[config.mk]
export PLATFORM = sky130hd
export DESIGN_NAME = fbde_front_flat
export DESIGN_NICKNAME = d
export VERILOG_FILES = /design/src/fbde_pkg.sv /design/src/fbde_ifs.sv /design/src/fbde_front.sv /design/src/flat_wrapper.sv
export SDC_FILE = /design/constraint.sdc
export NUM_CORES = 1
export LEC_CHECK = 0
export BUFFER_PORTS_ARGS = -buffer_cell sky130_fd_sc_hd__buf_2
export CAP_MARGIN = 10
export CORE_ASPECT_RATIO = 1.5
export CORE_MARGIN = 4
export CORE_UTILIZATION = 23
export CTS_CLUSTER_SIZE = 20
export DETAILED_ROUTE_END_ITERATION = 16
export PLACE_DENSITY = 0.49
export SETUP_SLACK_MARGIN = 0.05
export SYNTH_ARGS = -nofsm -noshare
export SYNTH_HDL_FRONTEND = slang
export SYNTH_SLANG_ARGS = --single-unit
[constraint.sdc]
create_clock -name clk -period 6.3 [get_ports clk]
set_input_delay 1.26 -clock clk [delete_from_list [all_inputs] [get_ports clk]]
set_output_delay 1.26 -clock clk [all_outputs]
set_load 0.02 [all_outputs]
[src/fbde_pkg.sv]
`timescale 1ns / 1ps
// ----------------------------------------------------------------------------
// fbde_pkg
// Shared types and codes for the frame buffer draw engine.
// ----------------------------------------------------------------------------
package fbde_pkg;

  // action codes
  localparam logic [2:0] ACT_READ    = 3'd0;
  localparam logic [2:0] ACT_WRITE   = 3'd1;
  localparam logic [2:0] ACT_KEYED   = 3'd2;
  localparam logic [2:0] ACT_OUTLINE = 3'd3;
  localparam logic [2:0] ACT_FILL    = 3'd4;

  // configuration register indexes
  localparam logic [2:0] CFG_WIDTH  = 3'd0;
  localparam logic [2:0] CFG_HEIGHT = 3'd1;
  localparam logic [2:0] CFG_KEY_R  = 3'd2;
  localparam logic [2:0] CFG_KEY_G  = 3'd3;
  localparam logic [2:0] CFG_KEY_B  = 3'd4;

  // linear address width: row * width + col with row < 256, width < 512
  localparam int LAW = 18;
  localparam int CW  = 24;

  typedef logic [LAW-1:0] lin_addr_t;
  typedef logic [CW-1:0]  color_t;

  // effective (clamped) configuration
  typedef struct packed {
    logic [8:0] width;
    logic [8:0] height;
    color_t     key;
  } cfg_t;

  // classified request as it sits in the queue
  typedef struct packed {
    logic [2:0] action;
    logic [7:0] row;
    logic [7:0] col;
    logic [7:0] end_row;
    logic [7:0] end_col;
    color_t     color;
    lin_addr_t  addr;
    logic       in_range;
    logic       key_match;
    logic       empty;
  } cmd_t;

endpackage

[src/fbde_ifs.sv]
`timescale 1ns / 1ps
// ----------------------------------------------------------------------------
// fbde request / response interfaces
// Valid/ready channels for draw requests and their results.
// ----------------------------------------------------------------------------
interface fbde_req_if;
  logic       valid;
  logic       ready;
  logic [2:0] action;
  logic [7:0] row;
  logic [7:0] col;
  logic [7:0] end_row;
  logic [7:0] end_col;
  logic [7:0] red;
  logic [7:0] green;
  logic [7:0] blue;

  modport source (output valid, action, row, col, end_row, end_col, red, green, blue,
                  input ready);
  modport sink (input valid, action, row, col, end_row, end_col, red, green, blue,
                output ready);
endinterface


[src/fbde_front.sv]
`timescale 1ns / 1ps
// ----------------------------------------------------------------------------
// fbde_front
// Accepts requests, checks bounds and key, computes the start address and
// holds them in a two-entry queue for the back end.
// ----------------------------------------------------------------------------
module fbde_front (
  input  logic             clk,
  input  logic             rst,
  input  fbde_pkg::cfg_t   cfg,
  fbde_req_if.sink         req,
  output logic             q_valid,
  output fbde_pkg::cmd_t   q_cmd,
  input  logic             q_pop
);

  fbde_pkg::cmd_t cmd_in;
  fbde_pkg::cmd_t entries [2];
  logic           wr_ptr;
  logic           rd_ptr;
  logic [1:0]     count;
  logic           push;

  always_comb begin
    cmd_in.action    = req.action;
    cmd_in.row       = req.row;
    cmd_in.col       = req.col;
    cmd_in.end_row   = req.end_row;
    cmd_in.end_col   = req.end_col;
    cmd_in.color     = {req.red, req.green, req.blue};
    cmd_in.addr      = fbde_pkg::LAW'(fbde_pkg::LAW'(req.row) * fbde_pkg::LAW'(cfg.width))
                       + fbde_pkg::LAW'(req.col);
    cmd_in.in_range  = ({1'b0, req.row} < cfg.height) && ({1'b0, req.col} < cfg.width);
    cmd_in.key_match = ({req.red, req.green, req.blue} == cfg.key);
    cmd_in.empty     = (req.row > req.end_row) || (req.col > req.end_col);
  end

  assign req.ready = (count != 2'd2);
  assign push      = req.valid && req.ready;
  assign q_valid   = (count != 2'd0);
  assign q_cmd     = entries[rd_ptr];

  always_ff @(posedge clk) begin
    if (push) begin
      entries[wr_ptr] <= cmd_in;
    end
    if (rst) begin
      wr_ptr <= 1'b0;
      rd_ptr <= 1'b0;
      count  <= 2'd0;
    end else begin
      if (push) begin
        wr_ptr <= ~wr_ptr;
      end
      if (q_pop) begin
        rd_ptr <= ~rd_ptr;
      end
      case ({push, q_pop})
        2'b10:   count <= count + 2'd1;
        2'b01:   count <= count - 2'd1;
        default: count <= count;
      endcase
    end
  end

endmodule

[src/flat_wrapper.sv]
// flat-port wrapper written by rule: the top's interface ports become plain ports
module fbde_front_flat 
  (clk, rst, cfg, q_valid, q_cmd, q_pop, req_valid, req_action, req_row, req_col, req_end_row, req_end_col, req_red, req_green, req_blue, req_ready);
  fbde_req_if req_i ();
  input  logic clk;
  input  logic rst;
  input  fbde_pkg::cfg_t cfg;
  output logic q_valid;
  output fbde_pkg::cmd_t q_cmd;
  input  logic q_pop;
  input wire logic [$bits(req_i.valid)-1:0] req_valid;
  input wire logic [$bits(req_i.action)-1:0] req_action;
  input wire logic [$bits(req_i.row)-1:0] req_row;
  input wire logic [$bits(req_i.col)-1:0] req_col;
  input wire logic [$bits(req_i.end_row)-1:0] req_end_row;
  input wire logic [$bits(req_i.end_col)-1:0] req_end_col;
  input wire logic [$bits(req_i.red)-1:0] req_red;
  input wire logic [$bits(req_i.green)-1:0] req_green;
  input wire logic [$bits(req_i.blue)-1:0] req_blue;
  output wire logic [$bits(req_i.ready)-1:0] req_ready;
  assign req_i.valid = req_valid;
  assign req_i.action = req_action;
  assign req_i.row = req_row;
  assign req_i.col = req_col;
  assign req_i.end_row = req_end_row;
  assign req_i.end_col = req_end_col;
  assign req_i.red = req_red;
  assign req_i.green = req_green;
  assign req_i.blue = req_blue;
  assign req_ready = req_i.ready;
  fbde_front u_core (.clk(clk), .rst(rst), .cfg(cfg), .req(req_i), .q_valid(q_valid), .q_cmd(q_cmd), .q_pop(q_pop));
endmodule
# Word level (Yosys, flattened, before mapping)
# Memory sizes are Yosys's and may differ from the RTL's. A register that Yosys moved wholly into a read port is not among the register bits.
# Cells that the tools add are included.
# op_classes
addsub	3
multipliers	1
n_lt_le_gt_ge	4
n_eq_ne	4
n_mux	5
bitwise_logic	2
reduce_logical	5
# op_table
operator	count
== test 24 bit	1
adder 17 x 8 -> 18 bit	1
less-than comparator 8 x 9 -> 1 bit	2
multiplier 8 x 9 -> 17 bit	1
> comparator 8 bit	2
two-way mux 1 bit	4
case mux 2 bit (2 select lines)	1
nonzero test 2 bit	2
adder 2 x 1 -> 2 bit (second input constant)	1
== test 2 x 1 -> 1 bit (second input constant)	1
== test 2 bit (second input constant)	1
logical AND 1 bit	2
inequality test 2 bit (second input constant)	1
NOT 1 bit	2
subtractor 2 x 1 -> 2 bit (second input constant)	1
logical OR 1 bit	1
# word_totals
ff_bits	4
mem_bits_rw	160
input_bits	105
out_inout_bits	82
wordCells	28
mem_count	1
# memory_table
name	depth	width	rd	rd_ports_with_merged_regs	wr	line_no	rtl
u_core.entries	2	80	1	1	1	fbde_front.sv:18	fbde_pkg::cmd_t entries [2];

# Logic depth before layout (Yosys ltp)
# Gate-level depths: netlist of the first run.
# logic_depth
ltp_word	4
ltp_mapped	18
mapped_depth_nobuf	17

# Worst setup path before layout of the first run
# OpenSTA, ideal clock, no wires.
# synth_timing
kind	in2reg
startpoint	input req_row[1]
endpoint	memory u_core.entries[0][19] in the netlist's numbering (data pin)
setup_ns	0.266
arrival_ns	5.336
required_ns	6.034
setup_slack_ns	0.698
stages	16
path_buffers	1
cell_sequence	clkbuf_1 -> nand2_1 -> fa_1 -> inv_1 -> fa_1 -> fa_1 -> inv_1 -> fa_1 -> inv_1 -> ha_1 -> a21oi_4 -> a21boi_1 -> o31a_1 -> or3_4 -> a2111oi_4 -> nor3_1
# synth_lines
item	line_no	rtl
start: declaration	flat_wrapper.sv:13	input wire logic [$bits(req_i.row)-1:0] req_row;
end: declaration	fbde_front.sv:18	

==> results.toml, run 1 <==
[power_and_ir_drop]
ir_drop_mv = 0.187
powerDensity_mw_per_mm2 = 337
p_leak_nw = 5.05

[routing]
wl_per_cell_um = 16.0
drtIter0Drc = 222
vias = 6126
drt_pass1_iterations = 4
antenna_left = 0
vias_per_cell = 4.09
totalWireLength_mm = 24.0
post-route-drc-count = 0

[yosys]
synthCells = 724
yosysWarnings = 0
synth_nets = 952
synth-edff-count = 160
syn_area_per_cell_um2 = 13.4
yosys-top-cells-area = "edfxtp_1, fa_1, ha_1, mux2_2, inv_1"
synth_cell_types = 45
yosysTopAreaCell = "edfxtp_1"
syn_area_mm2 = 0.00967
ys_ff_latch = 165
seq_area_frac_synth_pct = 50.7
synth_ff_type = "edfxtp_1"
synth_top_cell_area_share_pct = 49.7
async_flop_share_pct = 0

[finish]
num_antenna_cells = 0
final_nets = 1156
final_area_mm2 = 0.0119
drive_gt1_share_pct = 33.3
area_delta_synth_final_pct = 23.1

[setup_path]
arrival_ns = 5.64
cpMostUsedCell = "fa_1"
worstSetupStartpointType = "primary input"
critical_path.top_delay_family = "adder cells"
critical_path_class = "primary input to flip-flop"
required_ns = 6.48
slowest_delay_ns = 0.54
endpoint_kind = "flip-flop"
crit_chain = "buf_2, nand2_1, fa_1, fa_1, inv_1, fa_1, inv_1, fa_1, inv_1, ha_1, a21oi_4, a21boi_1, o31a_1, or3_4, a2111oi_4, nor3_1"
cp_slowest_cell = "fa_1"
crit_fanout = 13
path_buf_inv = 4

[placed_design]
dpl-instance-area_mm2 = 0.0113
port_buffers = 186
place_congestion = 0.760
post-dp-hpwl_mm = 18.2

[floorplan]
rows = 91
io_pins = 187
die_y_um = 259
dieArea_mm2 = 0.0454
die_w_um = 175
core_area_mm2 = 0.0413
start_util_pct = 23.4

[global_route]
grt_use_total_pct = 10.8
grt_antenna_before_repair = 1
grt_pass1_vias = 6679
grt-ovfl-total = 0
grt_pass1_wl_mm = 37.1
grt_max_degree = 55

[timing]
rsz0062_at_grt = "false"
fin_crit_sh_pct = 86.6
fin_skew_ns = 0.0115
worstMarginPinSlew_ns = 0.839
relSlewSlack_pct = 44.1
hold_viol = 0
hold_ws_ns = 0.505
setup_violations = 0
report.final.slew_viol_count = 0
max_clock_freq_mhz = 183
fin_setup_tns_ns = 0
min_period_ns = 5.46

[clocking]
cts-root-buf = "clkbuf_16"
cts_buffers = 17
cts_resized = 0
htreeDepth = 4
cts_tree = "done"
clock_latency_ns = 0.44
cts_sinks = 165
clockBufferDepth = 2
path_clk_slew_ns = 0.07
cts_setup_buffers = 0
holdBufCountCts = 0

[flow_run]
maxCapViolCount = 0

[hold_path]
hold_path_class = "flip-flop to flip-flop"

[status]
status = "complete, no violations"
==> where the power goes <==
group | leakage, nW | internal (W) | switching, W | total (W)
clock network | 0.263 | 0.000548 | 0.000448 | 0.000996
registers | 1.54 | 0.00148 | 0.0000483 | 0.00152
logic | 3.25 | 0.000589 | 0.000905 | 0.00149
total | 5.05 | 0.00261 | 0.00140 | 0.00402
==> sequential cells by signal, indices dropped and copies added, names as in the netlist, named ones only <==
signal / flops
u_core.count: 2
u_core.entries: 160
u_core.rd_ptr: 1
u_core.wr_ptr: 1
==> Yosys cell counts, types with 4 or more instances <==
cell type    n
edfxtp_1   160
inv_1      109
mux2_2      80
ha_1        73
and2_1      50
fa_1        50
nand2_1     31
a21oi_1     23
xor2_1      20
xnor2_1     17
nor2_1      13
clkbuf_1    11
a21o_1       8
nand4_1      8
nor3_1       7
o21ai_0      7
dfxtp_1      5
nor4_1       5
nand2b_1     4
nand3_1      4
nor2b_1      4
o21a_1       4
==> cell type report <==
cell class,count,area (um2)
Multi-Input combinational cell,439,4320
Timing Repair Buffer,196,1010
Clock buffer,18,429
Fill cell,4294,29400
Sequential cell,165,4910
Tap cell,558,698
Clock inverter,14,129
Inverter,109,409
==> worst paths after layout <==
| kind | endpoint | depth (start not counted) | slack [ns] | startpoint |
|---|---|---|---|---|
| max | u_core.entries[0][19] | 16 | 0.84 | req_row[7] |
| min | u_core.count[1] | 2 | 0.50 | u_core.count[1] |
| max reg2reg | u_core.entries[0][32] | 5 | 3.98 | u_core.count[0] |
| min reg2reg | u_core.count[1] | 2 | 0.50 | u_core.count[1] |
==> cells in the final DEF, fill, tap and decap left out, types with 3 or more instances in the layout <==
| cell | count |
|---|---|
| nand2b_1 | 4 |
| a21o_1 | 8 |
| nand2_1 | 31 |
| nor3_1 | 7 |
| buf_4 | 10 |
| o21a_1 | 4 |
| and2_1 | 50 |
| inv_1 | 109 |
| mux2_2 | 80 |
| nand3_1 | 4 |
| xor2_1 | 20 |
| buf_2 | 186 |
| inv_6 | 3 |
| o21ai_0 | 7 |
| nor2_1 | 12 |
| nand4_1 | 8 |
| fa_1 | 50 |
| xnor2_1 | 17 |
| clkbuf_16 | 17 |
| edfxtp_1 | 160 |
| o211ai_1 | 3 |
| dfxtp_1 | 4 |
| nor4_1 | 5 |
| nor2b_1 | 4 |
| ha_1 | 73 |
| a21oi_1 | 23 |
| clkinvlp_4 | 4 |
==> worst min-delay path: cells and delay by family, from the launching register on <==
| kind | cells | cell delay (ns) |
|---|---|---|
| AO/OA/AOI/OAI | 2 | 0.13 |
| flip-flops | 1 | 0.33 |
==> layer usage <==
| metal | part of all wire, % | vias up | GRT usage [%] |
|---|---|---|---|
| met4 | 1.2 | 2 | 3.30 |
| met2 | 57 | 109 | 21.4 |
| met3 | 3.4 | 14 | 2.17 |
| met5 | 0.029 | - | 0 |
| met1 | 38 | 3072 | 11.2 |
| li1 | - | 2929 | - |
==> metrics by stage <==
step	utilization [%]	worst slack [ns]	power [W]	std cells
after detailed placement	27.5	0.345	0.00311	1467
final	28.8	0.842	0.00402	1499
after global routing	28.8	0.608	0.00432	1499
after floorplan	-	0.698	0.00259	724
after CTS	28.8	0.817	0.00413	1499
after global placement	27.5	0.343	0.00310	1467
==> cells by family after synthesis <==
logic type	Yosys count	synth area share [%]
DFF	165	50.7
AOI/OAI and AO/OA	61	4.27
xor gates and xnor gates	37	3.35
buffers and inverters	120	4.66
and+or+nand+nor	137	7.75
adders and majority gates	123	19.8
muxes	81	9.42
No activity file was read; power rests on OpenSTA's default activity.
==> inputs of run 2 (changes only) <==
Settings changed: CORE_UTILIZATION 23 to 55, PLACE_DENSITY 0.49 to 0.88, SLEW_MARGIN set to 20.
==> run 2 against run 1 <==
Effect of this change:
- critical path depth unchanged
- global-route usage up 10 points
- core utilization up 37 points
- hold slack worse by 0.0022 ns
- cell count down 23%
- first-iteration DRC count up 43%
- routed wire length down 17%
- total power down 1.0%
- register-to-register slack worse by 0.20 ns
- clock power about the same
- flip-flop and latch count unchanged
- sequential power about the same
- critical endpoint is now u_core.entries[1][19]
==> results.toml, run 2 (same netlist as run 1, synthesis figures left out) <==
[status]
status = "complete, no violations"

[routing]
antenna_left = 0
vias_per_cell = 5.39
wl_per_cell_um = 17.5
drtIter0Drc = 318
totalWireLength_mm = 20.1
post-route-drc-count = 0
drt_pass1_iterations = 5
vias = 6181

[setup_path]
worstSetupStartpointType = "primary input"
crit_end = "u_core.entries[1][19]"
crit_start = "req_row[7]"
r2r_start = "u_core.count[0]"
reg2reg_slack_ns = 3.78
reg2regPathDepth = 4
required_ns = 6.46
arrival_ns = 5.60
endpoint_kind = "flip-flop"
crit_fanout = 13
timing.rr.end = "u_core.entries[0][8]"
critical_path_class = "primary input to flip-flop"

[power_and_ir_drop]
netSwitchingFraction_pct = 35.0
p_seq_share_pct = 38.5
finalPower_w = 0.00397
power.share.combinational_pct = 35.8
pwr-share-clk_pct = 25.6
p_leak_nw = 5.03
powerDensity_mw_per_mm2 = 347
power_switching_w = 0.00139
ir_drop_mv = 0.206
internal_power_w = 0.00258

[finish]
reg_top3 = "u_core.entries (160), u_core.count (2)"
top_register = "u_core.entries"
layout_common_cells = "buf_2, edfxtp_1, inv_1, mux2_2, ha_1"
fin_util_pct = 66.0
area_delta_synth_final_pct = 18.5
layout.cells.non_filler = 1147
mostFrequentLayoutCell = "buf_2"
fillers = 1248
largest_register_ffs = 160
drive_gt1_share_pct = 32.9
final_nets = 1148

[global_route]
grt_use_total_pct = 21.0
grt_pass1_wl_mm = 32.2
grt_antenna_before_repair = 1
grt_max_degree = 81
grt-ovfl-total = 0
grt_pass1_vias = 6643

[timing]
fin_setup_tns_ns = 0
setup_violations = 0
min_period_ns = 5.43
fin_crit_sh_pct = 86.2
rsz0062_at_grt = "false"
relSlewSlack_pct = 29.8
fin_skew_ns = 0.0105
report.final.slew_viol_count = 0
hold_viol = 0
worstMarginPinSlew_ns = 1.05
max_clock_freq_mhz = 184
fin_ws_ns = 0.867

[clocking]
cts-root-buf = "clkbuf_16"
cts_buffers = 17
path_clk_slew_ns = 0.07
clockBufferDepth = 2
htreeDepth = 4
holdBufCountCts = 0
cts_resized = 0
cts_setup_buffers = 0
cts_tree = "done"
cts_sinks = 165
clock_latency_ns = 0.41

[floorplan]
core_area_mm2 = 0.0173
die_y_um = 170
die_w_um = 116
start_util_pct = 55.7
io_pins = 187
dieArea_mm2 = 0.0198
rows = 59

[placed_design]
place_ws_ns = 0.421
place_congestion = 0.875
post-dp-hpwl_mm = 14.9
place_inst = 1113
port_buffers = 186

[flow_run]
maxCapViolCount = 0

[hold_path]
hold_path_class = "flip-flop to flip-flop"
## run 2: final cells by class
type                       instances  area (um2)  share of cell area (%)
multi-input combinational        439        4320                    37.7
timing repair buffer             188         966                    8.43
tap                              213         267                    2.33
clock inverter                    15         155                    1.35
inverter                         109         409                    3.57
sequential                       165        4910                    42.8
clock buffer                      17         425                    3.71
antenna                            1        2.50                  0.0218
## run 2: worst min path at each step
stage | from | to | cells past startpoint
final | u_core.count[1] | u_core.count[1] | 2
after global routing | u_core.count[1] | u_core.count[1] | 2
after CTS | u_core.count[1] | u_core.count[1] | 2
after detailed placement | u_core.count[1] | u_core.count[1] | 2
after global placement | u_core.count[1] | u_core.count[1] | 2
after floorplan | u_core.count[1] | u_core.count[1] | 2
## run 2: metrics by stage
step	hold WS [ns]	area [um2]
CTS	0.508	11400
detailed placement	0.498	10800
finish	0.502	11500
global placement	0.478	10800
floorplan	0.461	9670
global route	0.530	11500
## run 2: power by group through the flow
stage	logic [W]	clock network, W	registers [W]
global route	0.00161	0.00108	0.00155
finish	0.00142	0.00102	0.00153
floorplan	0.00105	0	0.00153
CTS	0.00145	0.00104	0.00154
detailed placement	0.00144	0	0.00156
global placement	0.00140	0	0.00155
## run 2: routing by layer
layer | wire length (um) | vias up | GRT usage (%)
li1 | - | 2925 | -
met1 | 7310 | 3011 | 23.8
met2 | 11100 | 194 | 38.6
met3 | 920 | 51 | 2.31
met4 | 740 | 0 | 9.89
met5 | 0 | - | 0
## run 2: critical path, cell delays in order
cell	delay, ns
buf_2	0.20
nand2_1	0.11
fa_1	0.51
fa_1	0.54
inv_1	0.05
fa_1	0.52
inv_1	0.05
fa_1	0.53
inv_1	0.04
ha_1	0.38
a21oi_4	0.22
a21boi_1	0.08
o31a_1	0.29
or3_4	0.36
a2111oi_4	0.35
nor3_1	0.09
==> inputs of run 3 (changes only) <==
Settings changed: CORE_UTILIZATION 55 to 40, PLACE_DENSITY 0.88 to 0.7.
==> run 3 against run 2 <==
Effect of this change:
- global-route usage fell by 5.2 points
- core utilization fell by 17 points
- routed wire length rose by 3.4%
- flip-flop and latch count did not move
- critical path depth did not move
- sequential share of layout area fell by 0.55 points
- count of clock-buffer cells in the layout rose by 1
- clock skew fell by 0.0055 ns
- highest routed layer unchanged
==> results.toml, run 3 (same netlist as run 1, synthesis figures left out) <==
[floorplan]
start_util_pct = 40.7
die_w_um = 135
rows = 69
core_area_mm2 = 0.0237
dieArea_mm2 = 0.0268
io_pins = 187
die_y_um = 198

[setup_path]
reg2reg_slack_ns = 4.03
required_ns = 6.47
crit_start = "req_row[7]"
arrival_ns = 5.65
endpoint_kind = "flip-flop"
r2r_start = "u_core.count[0]"
crit_end = "u_core.entries[0][19]"
worstSetupStartpointType = "primary input"
critical_path_class = "primary input to flip-flop"
timing.rr.end = "u_core.entries[0][65]"
reg2regPathDepth = 4
crit_fanout = 13

[clocking]
cts_setup_buffers = 0
holdBufCountCts = 0
cts_resized = 0
cts-root-buf = "clkbuf_16"
cts_buffers = 17
cts_tree = "done"
path_clk_slew_ns = 0.06
clockBufferDepth = 2
clock_latency_ns = 0.43
htreeDepth = 4
cts_sinks = 165

[power_and_ir_drop]
power_switching_w = 0.00134
internal_power_w = 0.00268
p_leak_nw = 5.04
netSwitchingFraction_pct = 33.4
ir_drop_mv = 0.198
p_seq_share_pct = 37.7
powerDensity_mw_per_mm2 = 347
power.share.combinational_pct = 36.1
pwr-share-clk_pct = 26.2

[routing]
vias = 6138
totalWireLength_mm = 20.7
antenna_left = 0
post-route-drc-count = 0
drtIter0Drc = 219
wl_per_cell_um = 16.5
drt_pass1_iterations = 4
vias_per_cell = 4.89

[flow_run]
maxCapViolCount = 0

[hold_path]
hold_path_class = "flip-flop to flip-flop"

[placed_design]
place_congestion = 0.858
post-dp-hpwl_mm = 15.9
port_buffers = 186
dpl-instance-area_mm2 = 0.0110

[global_route]
grt-ovfl-total = 0
grt_pass1_vias = 6300
grt_pass1_wl_mm = 32.6
grt_use_total_pct = 15.8
grt_max_degree = 52
grt_antenna_before_repair = 0

[finish]
final_area_mm2 = 0.0116
drive_gt1_share_pct = 32.9
area_delta_synth_final_pct = 20.1
largest_register_ffs = 160
fillers = 2124
reg_top3 = "u_core.entries (160), u_core.count (2)"
final_nets = 1150
top_register = "u_core.entries"
layout_common_cells = "buf_2, edfxtp_1, inv_1, mux2_2, ha_1"
mostFrequentLayoutCell = "buf_2"
num_antenna_cells = 0

[timing]
relSlewSlack_pct = 43.2
max_clock_freq_mhz = 182
fin_skew_ns = 0.00496
hold_viol = 0
min_period_ns = 5.48
report.final.slew_viol_count = 0
setup_violations = 0
fin_setup_tns_ns = 0
worstMarginPinSlew_ns = 0.850
rsz0062_at_grt = "false"
fin_crit_sh_pct = 87.0

[status]
status = "complete, no violations"
## run 3: cell count changes in the layout (fill, tap and decap cells not counted)
cell | before | now
buf_16 | 1 | 0
buf_4 | 1 | 4
bufinv_16 | 0 | 3
clkbuf_1 | 0 | 1
clkinv_2 | 1 | 2
clkinv_8 | 2 | 0
clkinvlp_4 | 2 | 4
diode_2 | 1 | 0
inv_8 | 6 | 1
## run 3: area by class of cell
class	instances	area [um2]	area share, %
sequential	165	4910	42.3
clock buffer	18	429	3.70
tap	319	399	3.44
inverter	109	409	3.52
multi-input combinational	439	4320	37.3
timing repair buffer	190	961	8.28
clock inverter	14	176	1.52
## run 3: worst min-delay path by stage
stage	start	to	cells past startpoint
4_1_cts	u_core.count[1]	u_core.count[1]	2
3_5_place_dp	u_core.count[1]	u_core.count[1]	2
6_report	u_core.count[1]	u_core.count[1]	2
5_1_grt	u_core.count[1]	u_core.count[1]	2
2_1_floorplan	u_core.count[1]	u_core.count[1]	2
3_3_place_gp	u_core.count[1]	u_core.count[1]	2
## run 3: power by group through the flow
stage	Sequential, W	Combinational (W)	Clock (W)
floorplan	0.00153	0.00105	0
global placement	0.00153	0.00145	0
detailed placement	0.00154	0.00148	0
CTS	0.00152	0.00149	0.00108
global route	0.00153	0.00164	0.00113
finish	0.00152	0.00145	0.00105
## run 3: routing by layer
layer	up-vias	GRT usage (%)	part of all wire (%)
met1	3069	17.6	38
met2	125	29.6	55
met5	-	0	0
met3	33	2.48	4.1
li1	2911	-	-
met4	0	6.65	2.8
## run 3: per-stage QoR
| stage | cells | hold slack [ns] | utilization, % | power, W | setup slack (ns) |
|---|---|---|---|---|---|
| floorplan | 724 | 0.461 | - | 0.00259 | 0.698 |
| finish | 1254 | 0.510 | 48.9 | 0.00402 | 0.818 |
| global route | 1254 | 0.545 | 48.9 | 0.00429 | 0.555 |
| detailed placement | 1222 | 0.509 | 46.3 | 0.00302 | 0.369 |
| CTS | 1254 | 0.519 | 48.9 | 0.00409 | 0.837 |
| global placement | 1222 | 0.477 | 46.3 | 0.00298 | 0.456 |
## run 3: critical path: stages
cell and delay (ns):
buf_2 0.21, nand2_1 0.11, fa_1 0.51, fa_1 0.55, inv_1 0.06, fa_1 0.53
inv_1 0.06, fa_1 0.53, inv_1 0.04, ha_1 0.38, a21oi_4 0.22, a21boi_1 0.08
o31a_1 0.29, or3_4 0.36, a2111oi_4 0.37, nor3_1 0.09
